[src/vdrp_pkg.sv]
package vdrp_pkg;

    localparam int VDRP_RAM_DEPTH = 262144;
    localparam int PTR_W          = 18;
    localparam int OFF_W          = 20;
    localparam int DATA_W         = 16;
    localparam int NUM_SETTINGS   = 18;
    localparam int SLOT_W         = 5;
    localparam int STATUS_SLOT    = 16;

    localparam logic [OFF_W-1:0] OFF_CTRL   = 20'h00000;
    localparam logic [OFF_W-1:0] OFF_WINX   = 20'h00002;
    localparam logic [OFF_W-1:0] OFF_PTR    = 20'h00030;
    localparam logic [OFF_W-1:0] OFF_STATUS = 20'h00034;
    localparam logic [OFF_W-1:0] OFF_RAM    = 20'h00036;
    localparam logic [OFF_W-1:0] OFF_AUX_LO = 20'h80000;
    localparam logic [OFF_W-1:0] OFF_AUX_HI = 20'h80008;

    // setting register offsets, slot 0 in the low element
    localparam logic [NUM_SETTINGS-1:0][OFF_W-1:0] SETTING_OFFS = {
        20'h0003e, OFF_STATUS, 20'h00032, 20'h00022, 20'h00020, 20'h0001e,
        20'h0001c, 20'h0001a, 20'h00018, 20'h00014, 20'h00012, 20'h00010,
        20'h0000e, 20'h0000c, 20'h0000a, 20'h00008, 20'h00006, 20'h00004
    };

    localparam logic [DATA_W-1:0] CTRL_CLR_MASK = 16'h0010;
    localparam logic [DATA_W-1:0] CTRL_SET_MASK = 16'h2100;
    localparam logic [DATA_W-1:0] STATUS_READ   = 16'h0001;

    typedef struct packed {
        logic              ctrl;
        logic              winx;
        logic              ptr;
        logic              ram;
        logic              aux_lo;
        logic              aux_hi;
        logic              status;
        logic              setting;
        logic [SLOT_W-1:0] slot;
    } t_dec;

endpackage

[src/vdrp_decode.sv]
module vdrp_decode (
    input  logic [vdrp_pkg::OFF_W-1:0] i_offset,
    output vdrp_pkg::t_dec             o_dec
);
    import vdrp_pkg::*;

    always_comb begin
        o_dec         = '0;
        o_dec.ctrl    = (i_offset == OFF_CTRL);
        o_dec.winx    = (i_offset == OFF_WINX);
        o_dec.ptr     = (i_offset == OFF_PTR);
        o_dec.ram     = (i_offset == OFF_RAM);
        o_dec.aux_lo  = (i_offset == OFF_AUX_LO);
        o_dec.aux_hi  = (i_offset == OFF_AUX_HI);
        o_dec.status  = (i_offset == OFF_STATUS);
        for (int k = 0; k < NUM_SETTINGS; k++) begin
            if (i_offset == SETTING_OFFS[k]) begin
                o_dec.setting = 1'b1;
                o_dec.slot    = SLOT_W'(k);
            end
        end
    end

endmodule

[config.mk]
export PLATFORM = sky130hd
export DESIGN_NAME = vdrp_decode
export DESIGN_NICKNAME = d
export VERILOG_FILES = /design/src/vdrp_pkg.sv /design/src/vdrp_decode.sv
export SDC_FILE = /design/constraint.sdc
export NUM_CORES = 1
export LEC_CHECK = 0
export ABC_CLOCK_PERIOD_IN_PS = 2200
export BUFFER_PORTS_ARGS = -buffer_cell sky130_fd_sc_hd__buf_2
export CORE_AREA = 2 2 39 41
export DETAILED_ROUTE_END_ITERATION = 12
export DIE_AREA = 0 0 41 43
export PLACE_DENSITY = 0.73
export SLEW_MARGIN = 20
export SYNTH_ARGS = -nofsm -noshare
export SYNTH_HDL_FRONTEND = slang
export SYNTH_SLANG_ARGS = --single-unit
export TNS_END_PERCENT = 100
[constraint.sdc]
create_clock -name vclk -period 2.2
set_input_delay 0.22 -clock vclk [all_inputs]
set_output_delay 0.22 -clock vclk [all_outputs]
set_load 0.01 [all_outputs]
# ---- After elaboration in Yosys (flattened, before gate mapping)
# Index checks and enable logic that the tools add are counted.
dict set report totals {
  wordCells 42
  input_bits 20
  ff_bits 0
}
dict set report classes {
  n_eq_ne 23
  n_reduce_logical 1
  mux 18
}
# op count
set ops {}
lappend ops {{20-bit by 5-bit equality test with 1-bit output (second input constant)} 7}
lappend ops {{20-bit by 6-bit equality test with 1-bit output (second input constant)} 7}
lappend ops {{6-bit 2-to-1 mux} 18}
lappend ops {{20-bit by 4-bit equality test with 1-bit output (second input constant)} 4}
lappend ops {{20-bit equality test (second input constant)} 2}
lappend ops {{20-bit by 3-bit equality test with 1-bit output (second input constant)} 2}
lappend ops {{20-bit by 2-bit equality test with 1-bit output (second input constant)} 1}
lappend ops {{20-bit logical NOT} 1}

# ---- Depth between registers and ports, before layout
# Gate-level depths: netlist (run 1).
dict set report logic_depth {
  depth_word 19
  mapped_depth 5
  depth_no_buf 4
}

# ---- Least setup slack after synthesis (run 1)
# OpenSTA, ideal clock, no wires.
dict set report synth_timing {
  kind {in2out}
  from {input port i_offset[14] in the netlist's numbering}
  to {output port o_dec[4] in the netlist's numbering}
  path_slack_ps 187
  n_path_buf 0
  t_arrival_ps 1793
  path_stages 4
  cell_sequence {or4_1 > nor4_4 > nand2_2 > nor4_1}
}
# item line_no
set synth_rtl {}
lappend synth_rtl {{from (decl)} vdrp_decode.sv:2} ;# input logic [vdrp_pkg::OFF_W-1:0] i_offset,
lappend synth_rtl {{to (decl)} vdrp_decode.sv:3} ;# output vdrp_pkg::t_dec o_dec

==> results.md, run 1 <==
- The hold path depth is 3.
- The final HPWL from detailed placement is 1080 µm.
- The via count of the first global-routing pass is 508.
- After clock tree synthesis, the repair step resized 0 gates.
- The warning count from the yosys run is 0.
- The detailed-route DRC error count is 0.
- Data on the critical path arrives at its endpoint at 1.87 ns.
- The cell seen most often among critical-path stages is sky130_fd_sc_hd__buf_2.
- The number of flip-flops and latches is 0.
- In the layout the commonest cells are 33 x sky130_fd_sc_hd__buf_2, 7 x sky130_fd_sc_hd__nor2_1, 5 x sky130_fd_sc_hd__nand3_1.
- The layout has 0 clock buffers.
- The number of antenna-violating nets in the routed design is 0.
- The count of max-cap constraint violations is 0.
- The number of antenna diodes is 0.
- The max-slew violation total from the final report came to 0.
- Summing the sequential cell areas from Yosys gives 0% of the chip area.
- The hold buffer count at CTS is 0.
- In this run, distinct cell masters in the synthesized netlist total 37.
- In this run the most critical hold path is launched from i_offset[0].
- The switching power share of the total is 58.3%.
- The detailed-route vias per instance is 5.66.
- The first detailed-routing pass took 4 iterations.
- Timing would allow up to 478 MHz.
- Once the floorplan was initialized, standard cells occupied 33.2% of the core.
- The overall global routing resource usage is 16.3%.
- Cells with a size suffix above 1 make up 44.9% of the layout.
- The flow ran to the end, and the final reports show no timing, DRC or antenna violations.
- The worst hold path endpoint is o_dec[6].
- The cell area after synthesis is 459 µm².
- Setup violations remaining at the end of the flow were counted as 0.
- On the worst path, the slowest cell contributes a delay of 0.53 ns.
- The final layout contains 120 nets.
- STA classifies the critical path startpoint as an input port.
- In this run the count of I/O pins placed on the die edge is 33.
- The die outline height is 43 µm.
- At the pin with the least slew margin, the transition time is 0.341 ns.
- Combinational cells account for 100.0% of the total power.
- The startpoint-to-endpoint class of the critical path is input port to primary output.
- The number of antenna violations at the first check in global routing is 0.
- The switching power of the nets is 0.0000372 W.
- Input and output buffers added on the ports amount to 33.
- Registers take 0 µm².
- Synthesis produced a netlist whose cell count is 70.
- The floorplan step defined a die boundary enclosing 0.00176 mm².
- The synthesized area per cell is 6.56 µm².
- Synthesis produced a netlist with a net count of 90.
- The final count of hold timing violations came to 0.
- In the final timing run, aggregate negative setup slack is 0 ns.
- The row count is 14.
- Compared with the post-synthesis result, the final layout area differs by 32.4%.
- The internal power component is 0.0000267 W.
- For the worst setup path, the data required time is 1.98 ns.
- The critical path goes through buf_2, or4_1, buf_4, nor3_1, nand2_2, o41ai_2, buf_2.
- The floorplan step set the die width to 41 µm.
- The peak ir drop on the vdd network is 0.0000435 V.
- The largest individual stage delay along the critical path comes from the cell sky130_fd_sc_hd__or4_1.
- Entering global routing, the biggest net connects 13 pins.
- The final period utilization is 95.0%.
- The proportion of power drawn by the clock network is 0%.
- The static leakage is 0.277 nW.
- The sequential power share is 0%.
- The global-route wire length before repair is 2210 µm.
- The worst setup path is captured at a primary output.
- For this block, the via count after detailed routing is 645.
- After the first detailed-routing iteration, the DRC count stood at 19.
- Setup repair after global routing left no endpoint under its margin.
- Power spread over the standard cell area amounts to 105 mW/mm².
- After global routing the overflow that remains totals 0.
- After floorplanning, the core was sized to cover 0.00138 mm².
- The number of filler instances in the final layout is 160.
- The maximum fanout along the worst path is 5.
- For this block, the routed nets add up to 1390 µm of wire.
- At the end of routability-driven placement, the weighted congestion stood at 0.894.
- For the finished layout, the period the worst path requires is 2.09 ns.
- The number of post-CTS setup repair buffers is 0.
- The average routed wire per standard cell is 12.2 µm.
- Leaving out fill and tap cells, the most frequent cell in the layout is sky130_fd_sc_hd__buf_2.
- The worst pin sits at a relative slew slack of 76.7%.
- The final total power is 0.0000639 W.
- The tightest min-delay check is of the input port to primary output type.
## critical path: cells and delay by family
family                 cells  cell delay (ns)
and+or+nand+nor            3             0.92
buffers and inverters      3             0.44
AOI/OAI and AO/OA          1             0.29
## per-layer routing
layer	routed length, µm	GRT usage, %	vias up
met5	0	0	-
met4	0	0	0
met3	109	0	0
met2	628	24.4	29
met1	651	26.9	297
li1	-	-	319
## stage by stage
stage / util, % / cell area [µm²] / instances / worst slack, ns / hold WS [ns]
CTS: 43.9 / 608 / 114 / 0.125 / 0.779
finish: 43.9 / 608 / 114 / 0.110 / 0.784
detailed placement: 43.9 / 608 / 114 / 0.127 / 0.776
floorplan: - / 459 / 70 / 0.187 / 0.491
global placement: 43.9 / 608 / 114 / 0.146 / 0.773
global route: 43.9 / 608 / 114 / 0.0156 / 0.800
## cell usage after synthesis (2+ instances only)
cell,number,area share [%]
sky130_fd_sc_hd__nor2_1,7,5.7
sky130_fd_sc_hd__nand3_1,5,5.4
sky130_fd_sc_hd__inv_1,4,3.3
sky130_fd_sc_hd__nand2_1,4,3.3
sky130_fd_sc_hd__a21oi_1,3,3.3
sky130_fd_sc_hd__clkbuf_1,3,2.5
sky130_fd_sc_hd__nand2b_1,3,4.1
sky130_fd_sc_hd__nand3b_1,3,4.9
sky130_fd_sc_hd__nand4_1,3,4.1
sky130_fd_sc_hd__nor3_1,3,3.3
sky130_fd_sc_hd__buf_4,2,3.3
sky130_fd_sc_hd__nand2_2,2,2.7
sky130_fd_sc_hd__nor4_1,2,2.7
sky130_fd_sc_hd__o21ai_0,2,2.2
sky130_fd_sc_hd__or4_1,2,3.3
## how the worst max path moves through the flow
stage	start	to	slack (ns)	depth (start not counted)
2_1_floorplan	i_offset[14]	o_dec[4]	0.19	4
3_3_place_gp	i_offset[9]	o_dec[10]	0.15	6
3_5_place_dp	i_offset[14]	o_dec[4]	0.13	7
4_1_cts	i_offset[14]	o_dec[4]	0.13	7
5_1_grt	i_offset[9]	o_dec[3]	0.02	7
6_report	i_offset[9]	o_dec[3]	0.11	7
## logic make-up after synthesis
family,synth area share (%)
xor+xnor,1.91
buf+inv,14.4
compound gates,23.2
simple gates,60.5
## power groups by stage
| stage | Combinational, W | Sequential, W | Clock [W] |
|---|---|---|---|
| after floorplan | 0.0000423 | 0 | 0 |
| final | 0.0000639 | 0 | 0 |
| after global routing | 0.0000696 | 0 | 0 |
| after detailed placement | 0.0000626 | 0 | 0 |
| after CTS | 0.0000628 | 0 | 0 |
| after global placement | 0.0000615 | 0 | 0 |
## area by class of cell
type / count / area [µm²] / area share, %
inverter: 4 / 15.0 / 2.47
timing repair buffer: 35 / 180 / 29.6
multi-input combinational: 59 / 393 / 64.6
tap: 16 / 20.0 / 3.29
Power figures use the tool's default switching activity.
==> run 2, diff against run 1 <==
ABC_AREA = 1   (was not set)
PLACE_DENSITY = 0.76   (was 0.73)
==> run 2 against run 1 <==
Compared with the run above:
- combinational power fell by 15%
- cell count rose by 25%
- die area did not move
- sequential share of layout area did not move
- area after synthesis rose by 9.3%
- hold slack improved by 0.015 ns
- wire length fell by 12%
- maximum frequency rose by 31%
- utilization rose by 5.7 points
- critical path depth rose by 2
- non-clock buffer count fell by 2
- largest power group unchanged
==> results.md, run 2 <==
- The flow ran to the end, and the final reports show no timing, DRC or antenna violations.
- After synthesis, the most frequently instantiated cells are 23 x sky130_fd_sc_hd__nor2_1, 11 x sky130_fd_sc_hd__nand3_1, 9 x sky130_fd_sc_hd__inv_2, 9 x sky130_fd_sc_hd__nand2_1, 7 x sky130_fd_sc_hd__inv_1.
- The count of different cell masters after synthesis is 22 (-41%).
- The number of DRC markers after the initial detailed-route iteration was 18 (-1).
- The startpoint-to-endpoint class of the critical path is input port to primary output.
- The number of post-CTS setup repair buffers came to 0 (unchanged).
- The setup total negative slack is 0 ns (unchanged).
- The detailed-route vias per instance is 4.92 (-13%).
- The horizontal die dimension was 41 µm (unchanged).
- The global-route wire length before repair is 2190 µm (-0.90%).
- The initial standard-cell utilization of the core is 36.3% (+3.1 points).
- The type of destination of the critical path is a primary output.
- The number of instances in the synthesized netlist is 93 (+33%).
- The peak ir drop on the vdd network is 0.0000437 V (+0.61%).
- The via total after detailed routing is 698 (+8.2%).
- The average routed wire per standard cell is 8.60 µm (-29%).
- The final period utilization was 72.5% (-22 points).
- The final HPWL from detailed placement was 1120 µm (+4.1%).
- The number of antenna diodes is 0 (unchanged).
- The sequential cell area is 0 µm² (unchanged).
- The max-slew violation total from the final report is 0 (unchanged).
- The area growth from synthesis to layout is 36.9%.
- The data required time at the worst endpoint was 1.98 ns (about the same).
- The number of optimization iterations in the first detailed-route pass was 4 (unchanged).
- The transition time at the pin with the least slew margin came to 0.293 ns (-0.0488 ns).
- The via count of the first global-routing pass came to 586 (+15%).
- The path type of the worst min-delay path is input port to primary output.
- The final total power came to 0.0000545 W (-15%).
- The synthesized area per cell is 5.39 µm² (-18%).
- The cell area after synthesis is 502 µm² (+9.3%).
- The top cell type's share of synthesized area is 17.2% (+11 points).
- The count of final setup violators is 0 (unchanged).
- The count of max-cap constraint violations is 0 (unchanged).
- Yosys attributes the largest share of cell area to sky130_fd_sc_hd__nor2_1 17%, sky130_fd_sc_hd__nand3_1 11%, sky130_fd_sc_hd__nand2_2 7.5%.
- The standard cell core area came to 0.00138 mm² (unchanged).
- Setup repair after global routing left no endpoint under its margin.
- The number of antenna-violating nets in the routed design is 0 (unchanged).
- The maximum fanout along the worst path is 5 (unchanged).
- The number of antenna violations at the first check in global routing is 0 (unchanged).
- The final count of hold timing violations is 0 (unchanged).
- The hold buffer count at CTS is 0 (unchanged).
- The number of port buffers is 33 (unchanged).
- The most area-hungry cell type in the Yosys netlist is sky130_fd_sc_hd__nor2_1.
- The clock period minus final worst setup slack is 1.60 ns (-0.494 ns).
- The share of the core filled with cells is 49.6% (+5.7 points).
- The maximum number of pins on one net before global-route repair is 7 (-6).
- The fraction of layout instances using a drive strength above 1 is 48.4% (+3.5 points).
- The most common cell in the synthesized netlist is sky130_fd_sc_hd__nor2_1.
- The overall global routing resource usage was 16.3% (unchanged).
- The total I/O pin count is 33 (unchanged).
- The routability congestion estimate from global placement is 0.817 (-8.6%).
- The number of flip-flops and latches is 0 (unchanged).
- Leaving out fill and tap cells, the most frequent cell in the layout is sky130_fd_sc_hd__buf_2.
- The data arrival time of the worst path is 1.38 ns (-0.49 ns).
- The headroom to the max-slew limit is 80.4% (+3.8 points).
- The total congestion overflow after global routing is 0 (unchanged).
- The static leakage was 0.419 nW (+51%).
- The power density over cell area is 79.3 mW/mm² (-24%).
- The detailed-route DRC error count is 0 (unchanged).
- The row count is 14 (unchanged).
- The final-stage net count is 148 (+23%).
- The die outline height is 43 µm (unchanged).
- The net count after synthesis was 113 (+26%).
- The post-cts repair resize count is 0 (unchanged).
- The share of synthesized area occupied by flip-flops and latches was 0% (unchanged).
- The die footprint is 0.00176 mm² (unchanged).
- The clock buffer count in the final layout came to 0 (unchanged).
- The warning count from the yosys run came to 0 (unchanged).
- The nature of the critical path startpoint is an input port.
- The maximum frequency from static timing analysis is 627 MHz (+31%).
- Leaving out fill and tap cells, the most frequent cells in the layout are 33 x sky130_fd_sc_hd__buf_2, 23 x sky130_fd_sc_hd__nor2_1, 11 x sky130_fd_sc_hd__nand3_1.
- The wire length after detailed routing is 1220 µm (-12%).
run 2: cell count changes in the layout (fill, tap and decap cells not counted), sizes merged, moves of 3 or more:
| cell | change |
|---|---|
| nor2 | +22 |
| inv | +12 |
| nand2 | +10 |
| nand3 | +8 |
| nand2b | -3 |
| or4 | -3 |
run 2: through the flow:
stage | instances | hold slack (ns) | setup WS [ns] | instance area [µm²]
2_1_floorplan | 93 | 0.583 | 0.903 | 502
3_3_place_gp | 142 | 0.801 | 0.624 | 687
3_5_place_dp | 142 | 0.805 | 0.620 | 687
4_1_cts | 142 | 0.804 | 0.606 | 687
5_1_grt | 142 | 0.832 | 0.466 | 687
6_report | 142 | 0.799 | 0.604 | 687
run 2: area by class of cell:
cell class,instances,area [µm²]
fillers,136,697
multi-input cells,76,433
well taps,16,20.0
repair buffers,33,165
inverters,17,68.8
run 2: cell families after synthesis:
logic type      after synthesis  synth area share [%]
compound gates                4                  4.99
buf+inv                      17                  13.7
simple gates                 72                  81.3
run 2: routing by layer:
layer,wire [µm],GRT usage [%]
met4,0,0
met2,637,30.3
met5,0,0
met1,509,20.9
met3,75,0
run 2: critical path: stages:
cell and delay, ns:
sky130_fd_sc_hd__buf_2 0.11, sky130_fd_sc_hd__inv_2 0.04, sky130_fd_sc_hd__nand2_2 0.07, sky130_fd_sc_hd__nor2_1 0.27, sky130_fd_sc_hd__inv_1 0.11, sky130_fd_sc_hd__a21oi_2 0.18, sky130_fd_sc_hd__nand3b_1 0.15, sky130_fd_sc_hd__or2_1 0.10
sky130_fd_sc_hd__buf_2 0.11
run 2: path summary, 6_finish.rpt:
kind | depth (start not counted) | slack [ns] | start | endpoint
worst max-delay path | 9 | 0.60 | i_offset[0] | o_dec[2]
worst min-delay path | 4 | 0.80 | i_offset[19] | o_dec[8]
run 2: report_power, final:
group	total (W)	switching [W]	leakage [nW]	internal, W
registers	0	0	0	0
clock network	0	0	0	0
logic	0.0000545	0.0000333	0.419	0.0000212
